==> src/sv/hphh_pkg.sv <==
// ----------------------------------------------------------------------------
// hphh_pkg
// shared constants, codes and types for the hot pixel hit histogram
// ----------------------------------------------------------------------------
package hphh_pkg;

    localparam int COLUMNS    = 1024;
    localparam int ROWS       = 512;
    localparam int COUNT_BITS = 16;

    localparam int CELLS  = COLUMNS * ROWS;
    localparam int ADDR_W = $clog2(CELLS);
    localparam int CMP_W  = (COUNT_BITS > 16) ? COUNT_BITS : 16;

    localparam logic [COUNT_BITS-1:0] COUNT_MAX = {COUNT_BITS{1'b1}};
    localparam logic [ADDR_W-1:0]     LAST_ADDR = ADDR_W'(CELLS - 1);

    localparam int COL_W    = 10;
    localparam int ROW_W    = 9;
    localparam int OUT_W    = 16;
    localparam int CFG_IDX_W = 2;
    localparam int CFG_DATA_W = 16;

    localparam logic CMD_RECORD = 1'b0;
    localparam logic CMD_QUERY  = 1'b1;

    localparam logic [CFG_IDX_W-1:0] REG_CUT_ENABLE = 2'd0;
    localparam logic [CFG_IDX_W-1:0] REG_HIT_CUT    = 2'd1;

    typedef enum logic
    {
        CLR_SWEEP,
        CLR_DONE
    } clr_state_t;

    typedef struct packed
    {
        logic              busy;
        logic              we;
        logic [ADDR_W-1:0] addr;
    } clr_ctrl_t;

endpackage

==> src/sv/hphh_update.sv <==
// ----------------------------------------------------------------------------
// hphh_update
// saturating increment of one counter and the hot test against the cut
// ----------------------------------------------------------------------------
module hphh_update
(
    input  logic [hphh_pkg::COUNT_BITS-1:0] old_count,
    input  logic                            command,
    input  logic                            in_range,
    input  logic                            cut_enable,
    input  logic [hphh_pkg::OUT_W-1:0]      hit_cut,
    output logic [hphh_pkg::COUNT_BITS-1:0] new_count,
    output logic                            write_en,
    output logic [hphh_pkg::OUT_W-1:0]      count_out,
    output logic                            hot
);
    import hphh_pkg::*;

    logic [31:0]    count_wide;
    logic [CMP_W-1:0] count_cmp;
    logic [CMP_W-1:0] cut_cmp;

    always_comb
    begin
        write_en  = in_range && (command == CMD_RECORD) && (old_count != COUNT_MAX);
        new_count = write_en ? old_count + 1'b1 : old_count;
        count_wide = in_range ? 32'(new_count) : 32'd0;
        count_out = count_wide[OUT_W-1:0];
        count_cmp = CMP_W'(count_wide);
        cut_cmp   = CMP_W'(hit_cut);
        hot       = in_range && cut_enable && (count_cmp > cut_cmp);
    end

endmodule

==> config.mk <==
export PLATFORM = sky130hd
export DESIGN_NAME = hphh_update
export DESIGN_NICKNAME = d
export VERILOG_FILES = /design/src/sv/hphh_pkg.sv /design/src/sv/hphh_update.sv
export SDC_FILE = /design/constraint.sdc
export NUM_CORES = 1
export LEC_CHECK = 0
export CAP_MARGIN = 0
export CORE_MARGIN = 10
export CORE_UTILIZATION = 70
export DETAILED_ROUTE_END_ITERATION = 16
export DONT_BUFFER_PORTS = 1
export GPL_TIMING_DRIVEN = 0
export PLACE_DENSITY = 0.86
export SYNTH_ARGS = -nofsm -noshare
export SYNTH_HDL_FRONTEND = slang
export SYNTH_SLANG_ARGS = --single-unit
==> constraint.sdc <==
create_clock -name vclk -period 8.1
set_input_delay 0.81 -clock vclk [all_inputs]
set_output_delay 0.81 -clock vclk [all_outputs]
set_load 0.03 [all_outputs]
==> impl_metrics.tcl <==
set metrics [dict create \
    n_antenna_cell 0 \
    seq_cells 0 \
    crit_arrival_ns 4.32 \
    seqCellArea_um2 0 \
    cp.required_ns 7.29 \
    pin_count 69 \
    slew_headroom_pct 13.0 \
    hold_end "new_count[13]" \
    die_h_um 59.9 \
    drtIter0Drc 33 \
    startpoint_type "input port" \
    nFillCells 120 \
    synth_cell_type_count 34 \
    rsz0062_at_grt "no" \
    synth_largest_area_cell "ha_1" \
    final_nets 213 \
    place_inst 175 \
    die-area_um2 3590 \
    tightest_slew_ns 1.30 \
    gp_congestion 0.886 \
    syn_area_um2 1120 \
    netlist_instances 159 \
    synth_nets 211 \
    final_cell_mix "23 x nand2_1, 18 x inv_1, 17 x ha_1" \
    maxCapViolCount 0 \
    ir_drop_uv 34.0 \
    vias_per_cell 6.56 \
    drive_above_1_share_pct 8.18 \
    period_minus_slack_ns 5.13 \
    wl_mm 3.26 \
    setup.worst_path.end_class "primary output" \
    num-clock-buffers 0 \
    port_buffers 0 \
    grt_max_degree 11 \
    vias 1148 \
    critical_path.max_stage_delay_ns 1.03 \
    grt_overflow_total 0 \
    layout_worst_path_cycle_share_pct 63.4 \
    hold_ws_ns 1.80 \
    ys_warn_count 0 \
    p_leak_nw 0.545 \
    dp_hpwl_mm 2.87 \
    grtUsageTotal_pct 16.8 \
    fmax_ghz 0.195 \
    crit_slowest_cell "nor3b_1" \
    worstPathMaxFanout 7 \
    core_area_um2 1510 \
    synth_area_leaders "ha_1 19%, mux2i_1 9.9%, xor2_1 8.6%" \
    hold_class "in2out" \
    final_cells 175 \
    post_cts_buffers 0 \
    powerDensity_nw_per_um2 53.7 \
    die_x_um 59.9 \
    drt_pre_antenna_iters 4 \
    rows 14 \
    tns_ns 0 \
    grt_first_pass_wirelength_mm 5.08 \
    synthDominantCellAreaShare_pct 19.1 \
    min_from "old_count[13]" \
    synth-seq-area-share_pct 0 \
    crit_chain "ha_1, nand4_1, nor2_1, nor4_1, nor3b_1, ha_1, nand4_1, nor4_1, o21ai_0, a31oi_1" \
    avgSynthCellArea_um2 7.02 \
    ant_nets 0 \
    setup_viol 0 \
    drc_errors 0 \
    grt_antenna_before_repair 0 \
    start_util_pct 74.1 \
    holdBufCountCts 0 \
    drv_slew 0 \
    wl_per_cell_um 18.6 \
    hold_violations 0 \
    area_delta_synth_final_pct 1.79 \
    multi_input_area_um2 1010 \
    cts.repair.resized 0 \
    grt_pass1_vias 1064 \
    outcome "completed" \
    final_common_cell "nand2_1" \
    worstHoldPathCells 1 \
    path_class "in2out" \
]
power by group:
part           total [mW]  internal, mW  switching [mW]
Combinational      0.0610        0.0173          0.0436
Clock                   0             0               0
Sequential              0             0               0
through the flow:
step	area, µm²	utilization, %	power [mW]	setup slack [ns]
after floorplan	1120	-	0.0528	3.54
after global placement	1140	75.4	0.0593	3.14
after detailed placement	1140	75.4	0.0609	3.05
after CTS	1140	75.4	0.0613	3.03
after global routing	1140	75.4	0.0670	2.84
final	1140	75.4	0.0610	2.97
layout make-up:
cell class / instances / share of cell area (%)
Buffer: 4 / 2.97
Multi-Input combinational cell: 137 / 89.3
Tap cell: 16 / 1.76
Inverter: 18 / 5.95
cells in the mapped netlist, types with 3 or more instances:
cell and count:
mux2i_1 11, o21ai_0 6, nor3_1 8, a21oi_1 8, nand4_1 6, ha_1 17, xor2_1 11, nand2_1 23
nand3_1 9, nor2_1 4, inv_1 18, or4_1 3, nor3b_1 3, nand2b_1 6
logic make-up (layout without fill, tap and decap cells):
family	after synthesis	after routing	synth area share (%)
AND/OR/NAND/NOR	76	76	39.7
buffers and inverters	22	22	9.08
AO/OA/AOI/OAI	19	19	9.98
adder cells (fa/ha/maj)	17	17	19.1
multiplexers	14	14	13.6
XOR/XNOR	11	11	8.63
how the worst max path moves through the flow:
stage	start	endpoint	slack, ns
after floorplan	old_count[5]	hot	3.54
after global placement	old_count[0]	hot	3.14
after detailed placement	old_count[5]	hot	3.05
after CTS	old_count[5]	hot	3.03
after global routing	old_count[5]	hot	2.84
final	old_count[0]	hot	2.97
worst max-delay path, delay by kind of cell:
family          cells  cell delay [ns]
simple gates        6             2.19
compound gates      2             0.81
fa+ha+maj           2             0.50
routing by layer:
| metal | vias to the layer above | track usage (%) | part of all wire (%) |
|---|---|---|---|
| met5 | - | 0 | 0 |
| met4 | 0 | 0 | 0 |
| met3 | 0 | 6.14 | 13 |
| met2 | 52 | 27.8 | 48 |
| met1 | 517 | 21.5 | 39 |
| li1 | 579 | - | - |
No activity file was read; power rests on OpenSTA's default activity.
