$ cat config.mk
export PLATFORM = sky130hd
export DESIGN_NAME = hphh_clear_seq
export DESIGN_NICKNAME = d
export VERILOG_FILES = /design/src/sv/hphh_pkg.sv /design/src/sv/hphh_clear_seq.sv
export SDC_FILE = /design/constraint.sdc
export NUM_CORES = 1
export LEC_CHECK = 0
export ABC_AREA = 1
export BUFFER_PORTS_ARGS = -buffer_cell sky130_fd_sc_hd__buf_2
export CORE_UTILIZATION = 55
export DETAILED_ROUTE_END_ITERATION = 7
export PLACE_DENSITY = 0.87
export SLEW_MARGIN = 20
export SYNTH_ARGS = -nofsm -noshare
export SYNTH_HDL_FRONTEND = slang
export SYNTH_SLANG_ARGS = --single-unit
$ cat constraint.sdc
create_clock -name clk -period 2.3 [get_ports clk]
set_input_delay 0.46 -clock clk [delete_from_list [all_inputs] [get_ports clk]]
set_output_delay 0.46 -clock clk [all_outputs]
set_load 0.01 [all_outputs]
$ cat src/sv/hphh_pkg.sv
// ----------------------------------------------------------------------------
// hphh_pkg
// shared constants, codes and types for the hot pixel hit histogram
// ----------------------------------------------------------------------------
package hphh_pkg;

    localparam int COLUMNS    = 1024;
    localparam int ROWS       = 512;
    localparam int COUNT_BITS = 16;

    localparam int CELLS  = COLUMNS * ROWS;
    localparam int ADDR_W = $clog2(CELLS);
    localparam int CMP_W  = (COUNT_BITS > 16) ? COUNT_BITS : 16;

    localparam logic [COUNT_BITS-1:0] COUNT_MAX = {COUNT_BITS{1'b1}};
    localparam logic [ADDR_W-1:0]     LAST_ADDR = ADDR_W'(CELLS - 1);

    localparam int COL_W    = 10;
    localparam int ROW_W    = 9;
    localparam int OUT_W    = 16;
    localparam int CFG_IDX_W = 2;
    localparam int CFG_DATA_W = 16;

    localparam logic CMD_RECORD = 1'b0;
    localparam logic CMD_QUERY  = 1'b1;

    localparam logic [CFG_IDX_W-1:0] REG_CUT_ENABLE = 2'd0;
    localparam logic [CFG_IDX_W-1:0] REG_HIT_CUT    = 2'd1;

    typedef enum logic
    {
        CLR_SWEEP,
        CLR_DONE
    } clr_state_t;

    typedef struct packed
    {
        logic              busy;
        logic              we;
        logic [ADDR_W-1:0] addr;
    } clr_ctrl_t;

endpackage

$ cat src/sv/hphh_clear_seq.sv
// ----------------------------------------------------------------------------
// hphh_clear_seq
// zeroes the counter store after reset, one entry per cycle
// ----------------------------------------------------------------------------
module hphh_clear_seq
(
    input  logic                  clk,
    input  logic                  rst_n,
    output hphh_pkg::clr_ctrl_t   ctrl
);
    import hphh_pkg::*;

    clr_state_t        state_reg;
    clr_state_t        state_next;
    logic [ADDR_W-1:0] addr_reg;
    logic [ADDR_W-1:0] addr_next;

    always_ff @(posedge clk or negedge rst_n)
    begin
        if (!rst_n)
        begin
            state_reg <= CLR_SWEEP;
            addr_reg  <= '0;
        end
        else
        begin
            state_reg <= state_next;
            addr_reg  <= addr_next;
        end
    end

    always_comb
    begin
        state_next = state_reg;
        addr_next  = addr_reg;
        case (state_reg)
            CLR_SWEEP:
            begin
                addr_next = addr_reg + 1'b1;
                if (addr_reg == LAST_ADDR)
                begin
                    state_next = CLR_DONE;
                end
            end
            CLR_DONE:
            begin
                addr_next = addr_reg;
            end
            default:
            begin
                state_next = CLR_SWEEP;
                addr_next  = '0;
            end
        endcase
    end

    always_comb
    begin
        ctrl.busy = 1'b0;
        ctrl.we   = 1'b0;
        ctrl.addr = addr_reg;
        case (state_reg)
            CLR_SWEEP:
            begin
                ctrl.busy = 1'b1;
                ctrl.we   = 1'b1;
            end
            CLR_DONE:
            begin
                ctrl.busy = 1'b0;
                ctrl.we   = 1'b0;
            end
            default:
            begin
                ctrl.busy = 1'b1;
                ctrl.we   = 1'b0;
            end
        endcase
    end

endmodule

==> run metrics, run 1 <==
status=completed; Flop pwr share=around 63%; DIE AREA=2133 µm²; RSZ-0062 raised after global routing=no; Crit Path Class=reg -> out; drc violations=0; Async SR Flop Fraction=100.0%; Hold Slack=0.09102 ns; R2R Path Start=state_reg; Post-CTS Setup Bufs=0; Final Wtd Congestion=0.8249; Final TNS setup=0 ns; cts hold-fix bufs=0; GRT overflow=0; Critical Path Fanout Max=14; Power per Cell Area=452.1 nW/µm²; share of the synthesized area in the top cell type=46.62%; final WL=2074 µm; Post-DRT Antenna Nets=0; Tmin final=around 1.8 ns; routed vias/inst=4.914; Nets=154; # Max-Cap Violations=0; Top Ports=23; Mapped Area=1074 µm²; final core utilization=approximately 69%; CTS tree=yes; Post-synth top flop=dfrtp_1; Yosys reg bits=20; number of fill cells=154; DR vias=860; clock skew=0.003042 ns; largest net degree at the start of global routing=21; Setup-failing EPs final=0; Mapped Nets=approximately 130; post-synthesis sequential area ratio=a little under half; worst-margin pin slew=0.4490 ns; CP startpoint kind=flip-flop; Post-synth EDFFs=0; Clock Sinks=20; Net Sw Power=0.0001103 W; die width=roughly 46 µm; max FFs per register=19; clock share of power=35.8%; Final Max Tran Viols=0; Avg Cell Area, Syn=8.520 µm²; top cells by area, synth=dfrtp_1 (47%), nand2_1 (14%), inv_1 (5.2%), nor2_4 (4.2%), xnor2_1 (4.1%); Pre-antenna DRT Iters=5; post-synth top area cell=dfrtp_1; post-CTS sizing=0; clk root buf=clkbuf_4; crit path DAT=1.33 ns; initial antenna violation count=0; Final Hold Fails=0; clk_lat worst skew=0.29 ns; clk buf depth=2; Leak=~0.66 nW; post-DP HPWL=1610 µm; sw frac=19.74%; Initial Utilization=60.21%; vias in the first global route=between 700 and 800; final worst slack=0.5075 ns; Critical Path RT=between 1.5 and 2 ns; std cell rows=15; critical path capture point type=output pin; global-route wire length before repair=approximately 3300 µm; Hold WC Path Type=in -> async; R2R depth=6; fraction of layout cells with a size suffix above 1=28.00%; Layout area overhead=15.15%; total CTS buffers=3; Logic pwr share=1.3%; Yosys Warn Count=0; ranking of synthesized cells by instance count=nand2_1 (40), dfrtp_1 (20), inv_1 (15); period utilisation layout=77.93%; Tot GR Track Use=a little over a fifth; internal power=about 0.00045 W; number of diodes=0; most common cell in the netlist=nand2_1; Wirelength per Cell=11.85 µm; maximum vdd drop=0.0003416 V; Yosys cell types=18; Die Span Y=approximately 46 µm; fmax=around 560 MHz; H-Tree Level Count=1; Synth Instances=126; total core area=1783 µm²; Worst Setup SP=state_reg; initial drt markers=24; PortBufs=22; DP Worst Slack=0.8557 ns; clk slew on worst S/H paths=0.11 ns; max_slew headroom=70.06%
worst paths after layout:
check / to / slack [ns]
min in group clk: addr_reg[6] / 0.53
max: ctrl[20] / 0.51
max in group asynchronous: addr_reg[18] / 1.90
min: addr_reg[6] / 0.09
max reg2reg: addr_reg[17] / 0.84
min reg2reg: addr_reg[6] / 0.53
through the flow:
step	power, W	std cells	area [µm²]
3_3_place_gp	0.0003658	171	1200
5_1_grt	0.0005794	175	1236
3_5_place_dp	0.0003660	171	1200
6_report	0.0005589	175	1236
4_1_cts	0.0005626	175	1236
2_1_floorplan	0.0003584	126	1074
cell families (layout without fill, tap and decap cells):
group | after synthesis | after routing | share of synthesized area [%]
compound gates | 1 | 1 | 0.4658
xor+xnor | 10 | 10 | 8.158
fa+ha+maj | 1 | 1 | 1.165
buf+inv | 17 | 41 | 6.643
flops | 20 | 20 | 46.62
simple gates | 77 | 77 | 36.95
cell usage in the layout (no fill, tap or decap):
| cell type | count |
|---|---|
| nand3_1 | 4 |
| nor2_4 | 4 |
| nand4_1 | 4 |
| nor3_2 | 1 |
| o21ai_1 | 1 |
| nor2_2 | 4 |
| nand2_1 | 40 |
| nand3b_1 | 4 |
| xor2_1 | 5 |
| nand2_2 | 4 |
| nor3_1 | 2 |
| clkbuf_4 | 3 |
| xnor2_1 | 5 |
| nand3_2 | 3 |
| clkbuf_8 | 1 |
| dfrtp_1 | 20 |
| inv_1 | 15 |
| nor2_1 | 7 |
| ha_1 | 1 |
| buf_2 | 22 |
metal layers:
metal	wire, µm	part of all wire (%)	up-vias	track usage (%)
met3	65	3.1	4	2.353
met5	0	0	-	0
met2	994	48	20	36.62
met1	992	48	398	28.68
met4	21	1.0	0	7.059
li1	-	-	438	-
power groups by stage:
stage	Clock, W	Sequential [W]	Combinational (W)
6_report	0.000200	0.000351	0.00000720
3_3_place_gp	0	0.000358	0.00000752
4_1_cts	0.000203	0.000351	0.00000774
3_5_place_dp	0	0.000358	0.00000770
5_1_grt	0.000219	0.000352	0.00000872
2_1_floorplan	0	0.000358	0.000000000273
critical path, cell delays in order, from the launching register on:
cell     delay [ns]
dfrtp_1        0.48
inv_1          0.34
buf_2          0.21
cell type report:
class / count / area (µm²) / share of cell area, %
timing repair buffer: 22 / 110.1 / 8.907
multi-input combinational: 89 / 501.7 / 40.59
sequential: 20 / 500.5 / 40.49
clock buffer: 4 / 36.28 / 2.935
tap: 25 / 31.28 / 2.530
inverter: 15 / 56.30 / 4.555
(Power assumes the default switching activity.)
==> run 2, diff against run 1 <==
--- a/config.mk
+++ b/config.mk
@@ -7,9 +7,9 @@
 export LEC_CHECK = 0
 export ABC_AREA = 1
 export BUFFER_PORTS_ARGS = -buffer_cell sky130_fd_sc_hd__buf_2
-export CORE_UTILIZATION = 55
+export CORE_UTILIZATION = 47
 export DETAILED_ROUTE_END_ITERATION = 7
-export PLACE_DENSITY = 0.87
+export PLACE_DENSITY = 0.8
 export SLEW_MARGIN = 20
 export SYNTH_ARGS = -nofsm -noshare
 export SYNTH_HDL_FRONTEND = slang
==> constraint.sdc (replaced) <==
create_clock -name clk -period 1.6 [get_ports clk]
set_input_delay 0.32 -clock clk [delete_from_list [all_inputs] [get_ports clk]]
set_output_delay 0.32 -clock clk [all_outputs]
set_load 0.01 [all_outputs]
==> run 2 against run 1 <==
  * Die area increased by 16%
  * Clock-buffer cell count unchanged
  * Sequential share of layout area shrank 0.59 points
  * Critical path type unchanged
  * Critical endpoint unchanged
  * Highest routed layer unchanged
==> run metrics, run 2 (synthesized netlist as in run 1, its figures left out) <==
status=completed; die width=49.79 µm; Final Max Tran Viols=0; maximum vdd drop=0.0004962 V; post-DP HPWL=1721 µm; Crit Path Class=reg -> out; Layout area overhead=17.13%; Critical Path RT=1.28 ns; CP peak stage delay=0.49 ns; RSZ-0062 raised after global routing=no; std cell rows=16; Tmin final=1.460 ns; Nets=156; initial antenna violation count=0; Setup-failing EPs final=0; Final Hold Fails=0; highest-delay cell along the critical path=dfrtp_2; Initial Utilization=a little over half; clk root buf=clkbuf_4; final worst slack=between 0.1 and 0.15 ns; DIE AREA=2479 µm²; clk_lat worst skew=0.31 ns; DP Worst Slack=about 0.21 ns; total core area=between 2000 and 2500 µm²; DR vias=902; most frequent cells in the layout=nand2_1 (40), buf_2 (22), dfrtp_1 (19); initial drt markers=15; total CTS buffers=3; fraction of layout cells with a size suffix above 1=about 29%; Pre-antenna DRT Iters=4; PortBufs=22; final core utilization=60.98%; clock skew=0.003564 ns; Wirelength per Cell=approximately 13 µm; Hold Slack=0.4668 ns; crit path DAT=1.14 ns; Post-CTS Setup Bufs=0; post-route insts no fill=179; Power per Cell Area=653.2 nW/µm²; max_slew headroom=between 70 and 80%; worst-margin pin slew=0.4469 ns; delay-heaviest family, CP=flip-flops; global-route wire length before repair=~3900 µm; largest net degree at the start of global routing=21; fmax=684.8 MHz; max FFs per register=19; clk slew on worst S/H paths=0.11 ns; Tot GR Track Use=a little over a fifth; crit path buf inv count=2; CTS tree=yes; Final Wtd Congestion=0.8403; Clock Sinks=20; routed vias/inst=5.039; Leak=0.6625 nW; H-Tree Level Count=1; Top Ports=23; Critical Path Fanout Max=7; CP Cell Sequence=inv_1, buf_2; period utilisation layout=between 90% and 100%; CP startpoint kind=flip-flop; critical path capture point type=output pin; number of fill cells=183; Die Span Y=49.79 µm; clk buf depth=2; Hold WC Path Type=in -> async; drc violations=0; number of diodes=0; Placed Instances=between 150 and 200; final WL=2283 µm; most common cell after layout, fill and taps aside=nand2_1; GRT overflow=0; Final TNS setup=0 ns; Post-DRT Antenna Nets=0; vias in the first global route=874; # Max-Cap Violations=0
run 2: cell types whose count changed in the layout (fill, tap and decap cells not counted), sizes merged:
cell	before	now
buf	22	23
dlygate4sd3	0	1
run 2: final cells by class:
type	instances	area (µm²)	area share, %
sequential	20	501.7	39.90
multi-input combinational	89	501.7	39.90
tap	27	33.78	2.687
clock buffer	4	36.28	2.886
timing repair buffer	24	127.6	10.15
inverter	15	56.30	4.478
run 2: routing by layer:
layer | GRT usage (%) | part of all wire [%]
met1 | 25.25 | 44
met4 | 13.81 | 3.2
met3 | 4.012 | 3.1
met2 | 36.26 | 49
met5 | 0 | 0
run 2: repair_timing:
item / 4_1_cts / 5_1_grt
setup endpoints to repair: 0 / 2
gates resized for setup: 0 / 1
hold buffers: 1 / 0
endpoints found under the hold margin: 20 / 0
run 2: path summary, 6_finish.rpt:
check	startpoint	endpoint	slack (ns)	depth (start not counted)
max in group asynchronous	rst_n	state_reg	0.80	2
worst min register to register	addr_reg[16]	addr_reg[16]	0.53	2
worst max register to register	addr_reg[0]	addr_reg[14]	0.18	8
worst max-delay path	state_reg	ctrl[20]	0.14	2
worst min-delay path	rst_n	addr_reg[5]	0.47	2
min in group clk	addr_reg[16]	addr_reg[16]	0.53	2
run 2: stage by stage:
stage	cell area, µm²	power [W]
2_1_floorplan	1074	0.0005152
4_1_cts	1256	0.0008311
5_1_grt	1257	0.0008564
3_3_place_gp	1210	0.0005263
6_report	1257	0.0008214
3_5_place_dp	1210	0.0005265
run 2: where the power goes:
part / internal (W) / switching, W / leakage (nW)
sequential: 0.000505 / 0 / 0.263
combinational: 0.00000246 / 0.00000968 / 0.378
clock: 0.000139 / 0.000165 / 0.0210
run 2: worst register-to-register path: cells and delay by family, from the launching register on:
kind,cells,cell delay (ns)
DFF,1,0.44
buffers and inverters,1,0.10
and+or+nand+nor,6,0.56
adders and majority gates,1,0.22
